`config.mk`:
```
export PLATFORM = sky130hd
export DESIGN_NAME = stgc_dist
export DESIGN_NICKNAME = d
export VERILOG_FILES = /design/src/rtl/stgc_pkg.sv /design/src/rtl/stgc_dist.sv
export SDC_FILE = /design/constraint.sdc
export NUM_CORES = 1
export LEC_CHECK = 0
export ABC_AREA = 1
export BUFFER_PORTS_ARGS = -buffer_cell sky130_fd_sc_hd__buf_2
export CELL_PAD_IN_SITES_DETAIL_PLACEMENT = 0
export CELL_PAD_IN_SITES_GLOBAL_PLACEMENT = 1
export CORE_MARGIN = 3
export CORE_UTILIZATION = 45
export DETAILED_ROUTE_END_ITERATION = 6
export HOLD_SLACK_MARGIN = 0.02
export PLACE_DENSITY_LB_ADDON = 0.1
export SYNTH_ARGS = -nofsm -noshare
export SYNTH_HDL_FRONTEND = slang
export SYNTH_SLANG_ARGS = --single-unit
export TNS_END_PERCENT = 10
```
`constraint.sdc`:
```
create_clock -name clock -period 11.22 [get_ports clock]
set_clock_uncertainty 0.05 [all_clocks]
set_input_delay 2.244 -clock clock [delete_from_list [all_inputs] [get_ports clock]]
set_output_delay 2.244 -clock clock [all_outputs]
set_load 0.01 [all_outputs]
```
`src/rtl/stgc_pkg.sv`:
```
// Package for the start time group counter: shared types and constants.
// No dependencies; used by stgc_dist and start_time_group_counter.
`timescale 1ns / 1ps
`default_nettype none
package stgc_pkg;

   localparam int GAP_W  = 9;    // clamped frame gap, 0..256
   localparam int DIST_W = 17;   // Q1.16 distance
   localparam int FRAC_W = 16;
   localparam logic [DIST_W-1:0] Q_ONE   = 17'h10000;
   localparam logic [GAP_W-1:0]  GAP_CAP = 9'd256;

   typedef enum logic [3:0] {
      ST_IDLE,
      ST_GRP,
      ST_GRP_WAIT,
      ST_PASS,
      ST_BIT,
      ST_DIST,
      ST_DECIDE,
      ST_TALLY,
      ST_DONE
   } state_type;

   typedef enum logic [2:0] {
      CSR_NEAR,
      CSR_FAR,
      CSR_LIM_OFF,
      CSR_LIM_ON,
      CSR_MIN_OFF,
      CSR_MIN_ON
   } csr_index_type;

   typedef struct packed {
      logic             go;
      logic [GAP_W-1:0] gap;
      logic [7:0]       near;
      logic [7:0]       far;
   } dist_req_type;

   typedef struct packed {
      logic              done;
      logic [DIST_W-1:0] value;
   } dist_res_type;

endpackage
`default_nettype wire

```
`src/rtl/stgc_dist.sv`:
```
// Distance unit: maps a clamped frame gap to a Q1.16 distance with a
// bit-serial divider, one quotient bit a cycle. Depends on stgc_pkg.
`timescale 1ns / 1ps
`default_nettype none
module stgc_dist (
   input  wire logic                  clock,
   input  wire logic                  reset,
   input  wire stgc_pkg::dist_req_type req,
   output      stgc_pkg::dist_res_type res
);

   logic                           busy_ff, busy_in;
   logic [stgc_pkg::GAP_W-1:0]     rem_ff, rem_in;
   logic [7:0]                     div_ff, div_in;
   logic [stgc_pkg::FRAC_W-1:0]    quo_ff, quo_in;
   logic [4:0]                     step_ff, step_in;
   logic                           done_ff, done_in;
   logic [stgc_pkg::DIST_W-1:0]    dist_ff, dist_in;
   logic [stgc_pkg::GAP_W-1:0]     rem2;
   logic [stgc_pkg::GAP_W-1:0]     num;
   logic [stgc_pkg::GAP_W-1:0]     span;

   always_comb begin
      busy_in = busy_ff;
      rem_in  = rem_ff;
      div_in  = div_ff;
      quo_in  = quo_ff;
      step_in = step_ff;
      done_in = 1'b0;
      dist_in = dist_ff;
      num     = req.gap - {1'b0, req.near};
      span    = {1'b0, req.far} - {1'b0, req.near};
      rem2    = {rem_ff[stgc_pkg::GAP_W-2:0], 1'b0};
      if (busy_ff) begin
         // one restoring step: shift, try subtract
         if (rem2 >= {1'b0, div_ff}) begin
            rem_in = rem2 - {1'b0, div_ff};
            quo_in = {quo_ff[stgc_pkg::FRAC_W-2:0], 1'b1};
         end else begin
            rem_in = rem2;
            quo_in = {quo_ff[stgc_pkg::FRAC_W-2:0], 1'b0};
         end
         step_in = step_ff - 5'd1;
         if (step_ff == 5'd1) begin
            busy_in = 1'b0;
            done_in = 1'b1;
            dist_in = {1'b0, quo_in};
         end
      end else if (req.go) begin
         if (req.gap < {1'b0, req.near}) begin
            done_in = 1'b1;
            dist_in = '0;
         end else if (req.gap > {1'b0, req.far}) begin
            done_in = 1'b1;
            dist_in = stgc_pkg::Q_ONE;
         end else if (req.far <= req.near) begin
            done_in = 1'b1;
            dist_in = '0;
         end else if (num == span) begin
            done_in = 1'b1;
            dist_in = stgc_pkg::Q_ONE;
         end else begin
            busy_in = 1'b1;
            rem_in  = num;
            div_in  = span[7:0];
            quo_in  = '0;
            step_in = 5'(stgc_pkg::FRAC_W);
         end
      end
   end

   always_ff @(posedge clock) begin
      if (reset) begin
         busy_ff <= 1'b0;
         done_ff <= 1'b0;
      end else begin
         busy_ff <= busy_in;
         done_ff <= done_in;
      end
      rem_ff  <= rem_in;
      div_ff  <= div_in;
      quo_ff  <= quo_in;
      step_ff <= step_in;
      dist_ff <= dist_in;
   end

   assign res.done  = done_ff;
   assign res.value = dist_ff;

endmodule
`default_nettype wire

```
==> results of run 1 <==
[synth_stat cells (2+ instances only)]
cell type  instances
edfxtp_1          53
nand2_2            2
nand3_1           29
o211ai_1           6
nor3_1             3
nor2_2             5
a21oi_1           17
o21ai_0           15
ha_1              36
nand2_1          134
a31oi_1            2
buf_4              2
inv_1            103
nand4_1            8
fa_1               3
nor2_1            26
dfxtp_1            2
nand3b_1           2
xor2_1             5
nand3_2            6
clkbuf_1           3
xnor2_1            3
[sequential cells by signal, indices dropped and copies added (netlist names)]
name / cells
dist_ff: 17
quo_ff: 15
div_ff: 8
rem_ff: 8
step_ff: 5
busy_ff: 1
done_ff: 1
[metrics by stage]
stage	hold slack [ps]	worst slack, ps	utilization	instance area (um^2)	power (mW)
2_1_floorplan	431.4	5846	-	3836	0.3422
3_3_place_gp	453.7	6203	0.5055	4174	0.3764
3_5_place_dp	458.4	6159	0.5055	4174	0.3776
4_1_cts	481.7	6494	0.5167	4267	0.4867
5_1_grt	508.2	6273	0.5167	4267	0.5177
6_report	476.8	6538	0.5167	4267	0.4810
[placed cells by master (no fill, tap or decap), types with 8 or more instances in the layout]
| master | count |
|---|---|
| a21oi_1 | 17 |
| buf_2 | 45 |
| edfxtp_1 | 53 |
| ha_1 | 36 |
| inv_1 | 103 |
| nand2_1 | 134 |
| nand3_1 | 29 |
| nand4_1 | 8 |
| nor2_1 | 26 |
| o21ai_0 | 15 |
[tightest hold or removal path, cell delays in order (launching register included)]
cell,delay [ps]
edfxtp_1,330
nand2_1,50
inv_1,50
[cell type report]
type | instances | area, um^2
repair buffers | 46 | 232.7
well taps | 105 | 131.4
multi-input cells | 309 | 1788
fillers | 814 | 3991
inverters | 104 | 390.4
clock inverters | 3 | 23.77
clock buffers | 5 | 68.82
flip-flops and latches | 55 | 1632
[power by group through the flow]
stage	sequential (mW)	combinational [mW]	clock, mW
6_report	0.246	0.125	0.110
5_1_grt	0.248	0.147	0.123
3_5_place_dp	0.251	0.126	0
4_1_cts	0.247	0.127	0.113
3_3_place_gp	0.251	0.125	0
2_1_floorplan	0.253	0.0893	0
[path summary, 6_finish.rpt]
check	startpoint	end	slack (ps)	cells past startpoint
worst max-delay path	req[0]	dist_ff[4]$_SDFFCE_PN0P_	6540	19
worst max register to register	busy_ff$_SDFF_PP0_	dist_ff[4]$_SDFFCE_PN0P_	8380	6
worst min-delay path	quo_ff[14]$_SDFFCE_PN0P_	dist_ff[15]$_SDFFCE_PN0P_	480	2
worst min register to register	quo_ff[14]$_SDFFCE_PN0P_	dist_ff[15]$_SDFFCE_PN0P_	480	2
[kinds of logic (layout without fill, tap and decap cells)]
family,after synthesis,after routing
AND/OR/NAND/NOR,216,216
buffers and inverters,110,158
flip-flops,55,55
AO/OA/AOI/OAI,46,46
adder cells (fa/ha/maj),39,39
XOR/XNOR,8,8
[per-layer routing]
| metal | vias to the layer above | wire, um | global-route usage |
|---|---|---|---|
| met2 | 56 | 3910 | 0.3110 |
| met1 | 1362 | 3317 | 0.1976 |
| met4 | 0 | 157 | 0.05252 |
| met3 | 10 | 275 | 0.02571 |
| met5 | - | 0 | 0 |
| li1 | 1615 | - | - |
==> metrics, run 1 <==
first-pass GRT wire length 13210 um; main combinational cell family by area after synthesis simple AND/OR/NAND/NOR gates; CP cell instances buf_2 -> inv_1 -> ha_1 -> inv_1 -> fa_1 -> inv_1 -> nand2_1 -> nand2_1 -> nor2_1 -> nand2_1 -> nor2_1 -> nand2_1 -> nor2_1 -> nand2_1 -> nor2_2 -> nand3_2 -> nand2_1 -> nand3_2 -> inv_1; Max Clk Rate 213.6 MHz; Synth Area per Inst 8.093 um^2; RSZ-0062 raised after global routing false; min cycle time layout 4682 ps; Post-Synth Adder-Cell Area 0.1331; cell repeated most along the worst path nand2_1; Reg clk slew, reported paths 90 ps; # clock sinks between 50 and 60; GR Overflow Total 0; DR pass1 iterations 4; ranking of synthesized cells by area edfxtp_1 (41%), nand2_1 (13%), ha_1 (12%); Flop pwr share 0.512; critical path's slowest cell fa_1; Top-Level Pins 46; Async SR Flop Fraction 0; largest net degree at the start of global routing 31; Post-synth EDFFs 53; xor/xnor cell area share of the yosys netlist 0.01826; DRC violations left 0; max-cap violations 0; via count approximately 3000; CTS tree done; RePlAce Congestion 0.8101; DR vias/cell 4.853; # setup viols final 0; highest net fanout along the worst path 17; Pleak between 2 and 2.5 nW; Synth Register Bits 55; root buffer cell clkbuf_8; pwr/cell area between 100 and 150 nW/um^2; Most used DFF post-synth edfxtp_1; later-pin clock latency in the skew report between 300 and 400 ps; Die W between 90 and 100 um; die area 9669 um^2; Hold Crit Class flop to flop; Starting Density 0.4645; Ys Warns 0; routed length per instance 12.22 um; Clock H-tree levels 2; Int Pwr 331.2 uW; setup_tns 0 ps; drt total wl 7661 um; chip height just under 100 um; row cnt 33; hold_buf cts 0; Final Cycle Share 0.4173; GRT Total Usage 0.1677; initial antenna violation count 0; post-DP HPWL 6286 um; PortBufs between 40 and 50; Yosys top cell by area edfxtp_1; Synth-to-Final Area Change 11.22%; CP Buf/Inv Count 5; Synth Area in Simple Gates 0.2440; distinct cell type count of the synthesized netlist 31; Worst EP arrival 4590 ps; Worst path max stage delay 520 ps; non-filler cells, final 627; multiplexer share of the synthesized area 0; # nets final 588; Yosys top cell area share 0.4149; vias in the first global route 2975; Final Hold Violating Endpoints 0; sequential share of the synthesized area 0.4253; Switch Pwr 149.9 uW; Setup Fix Bufs, Post-CTS 0; post-cts resize count 0; Slew HR 0.2654; share of cells above drive strength 1 0.1360; Synthesized Nets 541; synthesized area 3836 um^2; DRT iter0 DRCs 106; n_diodes 0; dpl cells 619; outcome finished, final reports clean; CTS buffer count 5; maximum vdd drop 0.05031 mV; Antenna Nets Post-Route 0; combinational power share 0.260; Synth Instances ~470; element type at the critical path start primary input; Net Sw Frac 0.3115; Clk pwr share 0.228; CP delay by family, top simple AND/OR/NAND/NOR gates; Clock Path Buffers 2; Worst-Margin Slew 1100 ps; compound-cell area share of the yosys netlist 0.06980; CP endpoint kind flop; Slew Limit Fails 0; CP Data Required Time 11120 ps; area of the core 8258 um^2; WS Path Type primary input to flop
(Power assumes the default switching activity.)
==> run 2: changes to the inputs <==
--- a/config.mk
+++ b/config.mk
@@ -5,12 +5,12 @@
 export SDC_FILE = /design/constraint.sdc
 export NUM_CORES = 1
 export LEC_CHECK = 0
-export ABC_AREA = 1
+export ABC_AREA = 0
 export BUFFER_PORTS_ARGS = -buffer_cell sky130_fd_sc_hd__buf_2
 export CELL_PAD_IN_SITES_DETAIL_PLACEMENT = 0
 export CELL_PAD_IN_SITES_GLOBAL_PLACEMENT = 1
 export CORE_MARGIN = 3
-export CORE_UTILIZATION = 45
+export CORE_UTILIZATION = 42
 export DETAILED_ROUTE_END_ITERATION = 6
 export HOLD_SLACK_MARGIN = 0.02
 export PLACE_DENSITY_LB_ADDON = 0.1
==> constraint.sdc (replaced) <==
create_clock -name clock -period 4.2 [get_ports clock]
set_clock_uncertainty 0.05 [all_clocks]
set_input_delay 0.84 -clock clock [delete_from_list [all_inputs] [get_ports clock]]
set_output_delay 0.84 -clock clock [all_outputs]
set_load 0.01 [all_outputs]
==> run 2 against run 1 <==
  * Register-to-register slack lost 6700 ps
  * Routed wire length grew 0.80%
  * Sequential cell count is the same
  * Total power grew to 2.6 times the previous value
  * Worst hold slack gained 17 ps
  * Synthesized area shrank 2.2%
  * Clock-buffer cell count is the same
  * Critical path type unchanged
  * Largest cell class unchanged
  * Largest power group unchanged
  * Highest routed layer unchanged
==> metrics, run 2 <==
pwr/cell area 302.5 nW/um^2; cell count of the worst hold path 1; Pleak between 1.5 and 2 nW; CTS buffer count 5; Final Cycle Share 0.8435; chip height 100.5 um; DR vias/cell approximately 5.3; final worst slack 657.4 ps; multiplexer share of the synthesized area 0; post-place setup slack 273.8 ps; Worst EP arrival approximately 3500 ps; Die W 100.5 um; Final Hold Violating Endpoints 0; most common cell in the synthesized netlist edfxtp_1; Synth Instances 361; Fillers about 800; GRT Total Usage 0.1581; Top reg by flops dist_ff; xor/xnor cell area share of the yosys netlist 0.05267; metal2 WL 3653 um; root buffer cell clkbuf_8; highest routed layer met4; Antenna Nets Post-Route 0; max-cap violations 0; Async SR Flop Fraction 0; Reg clk slew, reported paths 100 ps; Yosys top cell area share 0.4240; Max Clk Rate 282.3 MHz; top flop regs dist_ff (17), quo_ff (15); initial antenna violation count 0; synthesized area 3754 um^2; Post-Synth Adder-Cell Area 0.1360; Starting Density 0.4435; Hold Crit Class flop to flop; ranking of synthesized cells by area edfxtp_1 (42%), ha_1 (12%), inv_1 (3.5%); # clock sinks 55; commonest non-fill, non-tap cell in the layout edfxtp_1; post-DP HPWL 6260 um; largest net degree at the start of global routing 44; DRT iter0 DRCs 86; setup_tns 0 ps; row cnt 33; Synthesized Nets 428; hold_buf cts 0; later-pin clock latency in the skew report ~300 ps; Synth Area per Inst about 10 um^2; Ys Warns 0; Layout Utilization 0.4942; highest net fanout along the worst path 17; share of cells above drive strength 1 0.1749; most instantiated cells after synthesis edfxtp_1 (53), ha_1 (36), inv_1 (35), nor2_1 (28), a21oi_1 (18); max reg flops 17; CP endpoint kind flop; via count 2697; Setup Fix Bufs, Post-CTS 0; PortBufs 45; outcome finished, final reports clean; # setup viols final 0; RePlAce Congestion around 0.77; Reg2Reg Setup Slack about 1700 ps; element type at the critical path start primary input; Synth-to-Final Area Change 11.43%; drt total wl between 7000 and 8000 um; min cycle time layout 3543 ps; sequential share of the synthesized area 0.4347; Hold Crit Endpoint dist_ff[15]$_SDFFCE_PN0P_; Top-Level Pins 46; distinct cell type count of the synthesized netlist 66; post-cts resize count 0; Clock H-tree levels 2; Synth Register Bits between 50 and 60; main combinational cell family by area after synthesis simple AND/OR/NAND/NOR gates; compound-cell area share of the yosys netlist 0.1487; Most used DFF post-synth edfxtp_1; n_diodes 0; Slew HR 0.5418; met1 wire length 3838 um; RR Endpoint rem_ff[4]$_DFFE_PP_; hold_sp quo_ff[14]$_SDFFCE_PN0P_; die area 10110 um^2; DRC violations left 0; Synth Area in Simple Gates 0.1770; area of the core 8464 um^2; Slew Limit Fails 0; GR Overflow Total 0; WS Path Type primary input to flop; Worst-Margin Slew ~680 ps; worst r2r src rem_ff[1]$_DFFE_PP_; CTS tree done; Yosys top cell by area edfxtp_1; routed wl met3 189 um; Post-synth EDFFs 53; # nets final approximately 470; CP Data Required Time 4150 ps; Clock Path Buffers 2; vias in the first global route between 2000 and 3000; routed length per instance 15.11 um; first-pass GRT wire length 12700 um; commonest cells after routing, fill and taps aside edfxtp_1 (53), buf_2 (45), ha_1 (36); Register-to-Register Path Depth 8; DR pass1 iterations 4; RSZ-0062 raised after global routing false; maximum vdd drop around 0.14 mV
-- run 2: cell types whose count changed after synthesis, moves of 5 or more --
cell     previous run  this run
and2_1              0        17
inv_1             103        35
nand2_1           134        16
nand3_1            29        10
nand3_2             6         0
nor2b_1             0         9
xnor2_1             3        10
xor2_1              5        10
-- run 2: cells by family (layout without fill, tap and decap cells) --
group           Yosys count  after routing
simple gates            120            120
compound gates           79             79
flops                    55             55
buf+inv                  47             92
fa+ha+maj                39             39
xor+xnor                 21             21
-- run 2: metrics by stage --
stage	hold WS, ps	std cells	power (mW)	instance area [um^2]
final	494.2	511	1.265	4183
after global routing	526.5	511	1.343	4183
after CTS	500.2	511	1.283	4183
after detailed placement	474.1	503	0.9791	4086
after global placement	459.5	503	0.9768	4086
after floorplan	452.6	361	0.8913	3754
-- run 2: cell type report --
| type | instances | area, um^2 | share of cell area |
|---|---|---|---|
| clock buffers | 5 | 68.82 | 0.01645 |
| clock inverters | 3 | 27.53 | 0.006581 |
| inverters | 35 | 131.4 | 0.03141 |
| multi-input cells | 259 | 1937 | 0.4631 |
| flip-flops and latches | 55 | 1632 | 0.3901 |
| well taps | 105 | 131.4 | 0.03141 |
| repair buffers | 49 | 255.2 | 0.06102 |
-- run 2: report_power, final --
part           switching [mW]  total, mW  leakage, nW  internal [mW]
Sequential            0.00754      0.641        0.516          0.634
Combinational           0.187      0.324         1.19          0.136
Clock                   0.178      0.300       0.0463          0.123
Total                   0.372       1.27         1.75          0.893
-- run 2: worst max-delay path by stage --
stage                     startpoint                         to  slack (ps)  cells after the start
after floorplan              req[16]   dist_ff[0]$_SDFFCE_PN0P_         170                     11
after global placement       req[16]   dist_ff[2]$_SDFFCE_PN0P_         380                     13
after detailed placement     req[16]   dist_ff[8]$_SDFFCE_PN0P_         270                     13
after CTS                    req[16]  dist_ff[10]$_SDFFCE_PN0P_         600                     13
after global routing         req[16]  dist_ff[11]$_SDFFCE_PN0P_         420                     13
final                        req[16]   dist_ff[3]$_SDFFCE_PN0P_         660                     13
-- run 2: worst max-delay path, cell delays in order --
cell	delay (ps)
buf_2	100
inv_1	90
ha_1	190
inv_1	60
fa_1	410
a211oi_2	320
nor2_1	100
xor2_1	170
xor2_1	160
nor4_1	350
nand4_2	250
a31oi_2	180
buf_4	270
-- run 2: routing by layer --
layer,vias to the layer above,global-route usage
li1,1404,-
met1,1256,0.2221
met2,33,0.2615
met3,4,0.02422
met4,0,0.03005
met5,-,0
==> run 3: changes to the inputs <==
==> constraint.sdc (replaced) <==
create_clock -name clock -period 3 [get_ports clock]
set_clock_uncertainty 0.05 [all_clocks]
set_input_delay 0.6 -clock clock [delete_from_list [all_inputs] [get_ports clock]]
set_output_delay 0.6 -clock clock [all_outputs]
set_load 0.01 [all_outputs]
==> run 3 against run 2 <==
  * The run now ends with negative setup slack left
  * Global-route usage rose by 1.3 points
  * Setup slack got worse by 660 ps
  * Worst hold slack got worse by 62 ps
  * Register-to-register slack got worse by 1200 ps
  * Total power rose by 53%
  * Clock-buffer cell count did not move
  * Critical path type unchanged
  * Critical endpoint is now dist_ff[13]$_SDFFCE_PN0P_
  * Largest cell class unchanged
==> metrics, run 3 (synthesis gave the netlist of run 2 again) <==
first-pass GRT wire length 13900 um; Pleak 2.110 nW; chip height ~100 um; Layout Utilization 0.5727; drt total wl 8419 um; vias in the first global route approximately 3000; n_diodes 0; DR vias/cell 5.139; row cnt 33; Final Hold Violating Endpoints 0; min cycle time layout roughly 3000 ps; CP endpoint kind flop; Slew Limit Fails 0; CP cell instances buf_12 -> inv_16 -> ha_4 -> inv_2 -> fa_2 -> a211oi_4 -> nor2_1 -> xor2_1 -> xor2_1 -> nor4_2 -> nand4_2 -> a31oi_4 -> clkbuf_16; Synth-to-Final Area Change 29.13%; largest net degree at the start of global routing between 40 and 50; Hold Crit Endpoint done_ff$_SDFF_PP0_; CP Data Required Time 2980 ps; commonest non-fill, non-tap cell in the layout buf_4; failing checks negative setup slack; max-cap violations 0; Worst-Margin Slew 674.5 ps; share of cells above drive strength 1 0.3157; DRT iter0 DRCs ~140; maximum vdd drop 0.2250 mV; Max Clk Rate around 330 MHz; Hold Crit Class primary input to flop; Top reg by flops dist_ff; Worst EP arrival around 3000 ps; Final Cycle Share 1.002; # setup viols final 8; later-pin clock latency in the skew report 300 ps; Clock Path Buffers 2; DR pass1 iterations 4; WS Path Type primary input to flop; area of the multi-input gates around 2000 um^2; Reg2Reg Setup Slack 550 ps; # clock sinks 55; register area between 1500 and 2000 um^2; outcome complete, but fails checks; GR Overflow Total 0; cell repeated most along the worst path xor2_1; CP Buf/Inv Count 4; Top-Level Pins between 40 and 50; post-DP HPWL 6726 um; CTS tree done; # nets final 538; Clock H-tree levels 2; RSZ-0062 raised after global routing true; initial antenna violation count 0; top flop regs dist_ff (17), quo_ff (15); Die W roughly 100 um; max reg flops 17; RR Endpoint rem_ff[4]$_DFFE_PP_; Worst path max stage delay 360 ps; Register-to-Register Path Depth 8; post-placement cell area between 4000 and 5000 um^2; via count 2965; Slew HR 0.5487; critical path's slowest cell fa_2; DRC violations left 0; area of the core 8464 um^2; final worst slack -5.610 ps; hold_sp reset; Starting Density 0.4435; Antenna Nets Post-Route 0; worst r2r src rem_ff[0]$_DFFE_PP_; hold_buf cts 0; routed length per instance around 15 um; Reg clk slew, reported paths approximately 100 ps; Final Cell Area 4847 um^2; highest net fanout along the worst path 8; Fillers 755; CP delay by family, top simple AND/OR/NAND/NOR gates; die area 10110 um^2; GRT Total Usage 0.1712; pwr/cell area 398.2 nW/um^2; PortBufs between 40 and 50; element type at the critical path start primary input; RePlAce Congestion approximately 0.84; root buffer cell clkbuf_8; cell count of the worst hold path 2; commonest cells after routing, fill and taps aside buf_4 (67), edfxtp_1 (53), buf_2 (43); CTS buffer count 5
run 3: cell count changes in the layout (fill, tap and decap cells not counted), sizes merged:
cell / change
buf: +64
clkbuf: +2
run 3: metal layers:
| layer | share of wire | up-vias | global-route usage |
|---|---|---|---|
| met5 | 0 | - | 0 |
| met4 | 0.0063 | 0 | 0.03005 |
| met3 | 0.025 | 4 | 0.02699 |
| met2 | 0.49 | 47 | 0.2910 |
| met1 | 0.48 | 1371 | 0.2341 |
| li1 | - | 1543 | - |
run 3: final cells by class:
| class | count | share of cell area |
|---|---|---|
| clock buffer | 5 | 0.01420 |
| multi-input combinational | 259 | 0.4151 |
| clock inverter | 3 | 0.005679 |
| inverter | 35 | 0.03046 |
| timing repair buffer | 115 | 0.1709 |
| sequential | 55 | 0.3366 |
| tap | 105 | 0.02710 |
run 3: how the worst max path moves through the flow:
stage	to	slack [ps]	cells past startpoint	start
2_1_floorplan	dist_ff[0]$_SDFFCE_PN0P_	-240	11	req[16]
3_5_place_dp	dist_ff[8]$_SDFFCE_PN0P_	-490	13	req[16]
4_1_cts	rem_ff[5]$_DFFE_PP_	-2	13	req[16]
3_3_place_gp	quo_ff[5]$_SDFFCE_PN0P_	-440	13	req[16]
5_1_grt	dist_ff[12]$_SDFFCE_PN0P_	-170	13	req[16]
6_report	dist_ff[13]$_SDFFCE_PN0P_	-6	13	req[16]
run 3: timing repair:
| item | 4_1_cts | 5_1_grt |
|---|---|---|
| gates resized for setup | 1 | 17 |
| cloned | 0 | 2 |
| buffers inserted | 1 | 3 |
| pin swaps | 3 | 11 |
| endpoints found under the setup margin | 53 | 54 |
run 3: where the power goes:
group	internal (mW)	switching, mW
combinational	0.308	0.302
clock	0.172	0.250
sequential	0.887	0.0108
run 3: metrics by stage:
stage	hold slack (ps)	setup TNS (ps)	power (mW)	setup slack [ps]	std cells
floorplan	452.6	-9268	1.252	-241.8	361
global placement	456.1	-22740	1.482	-435.7	563
detailed placement	466.1	-26210	1.489	-493.2	563
CTS	425.1	-11.46	1.912	-2.000	572
global route	412.6	-5707	2.041	-166.0	577
finish	432.0	-36.90	1.930	-5.610	577
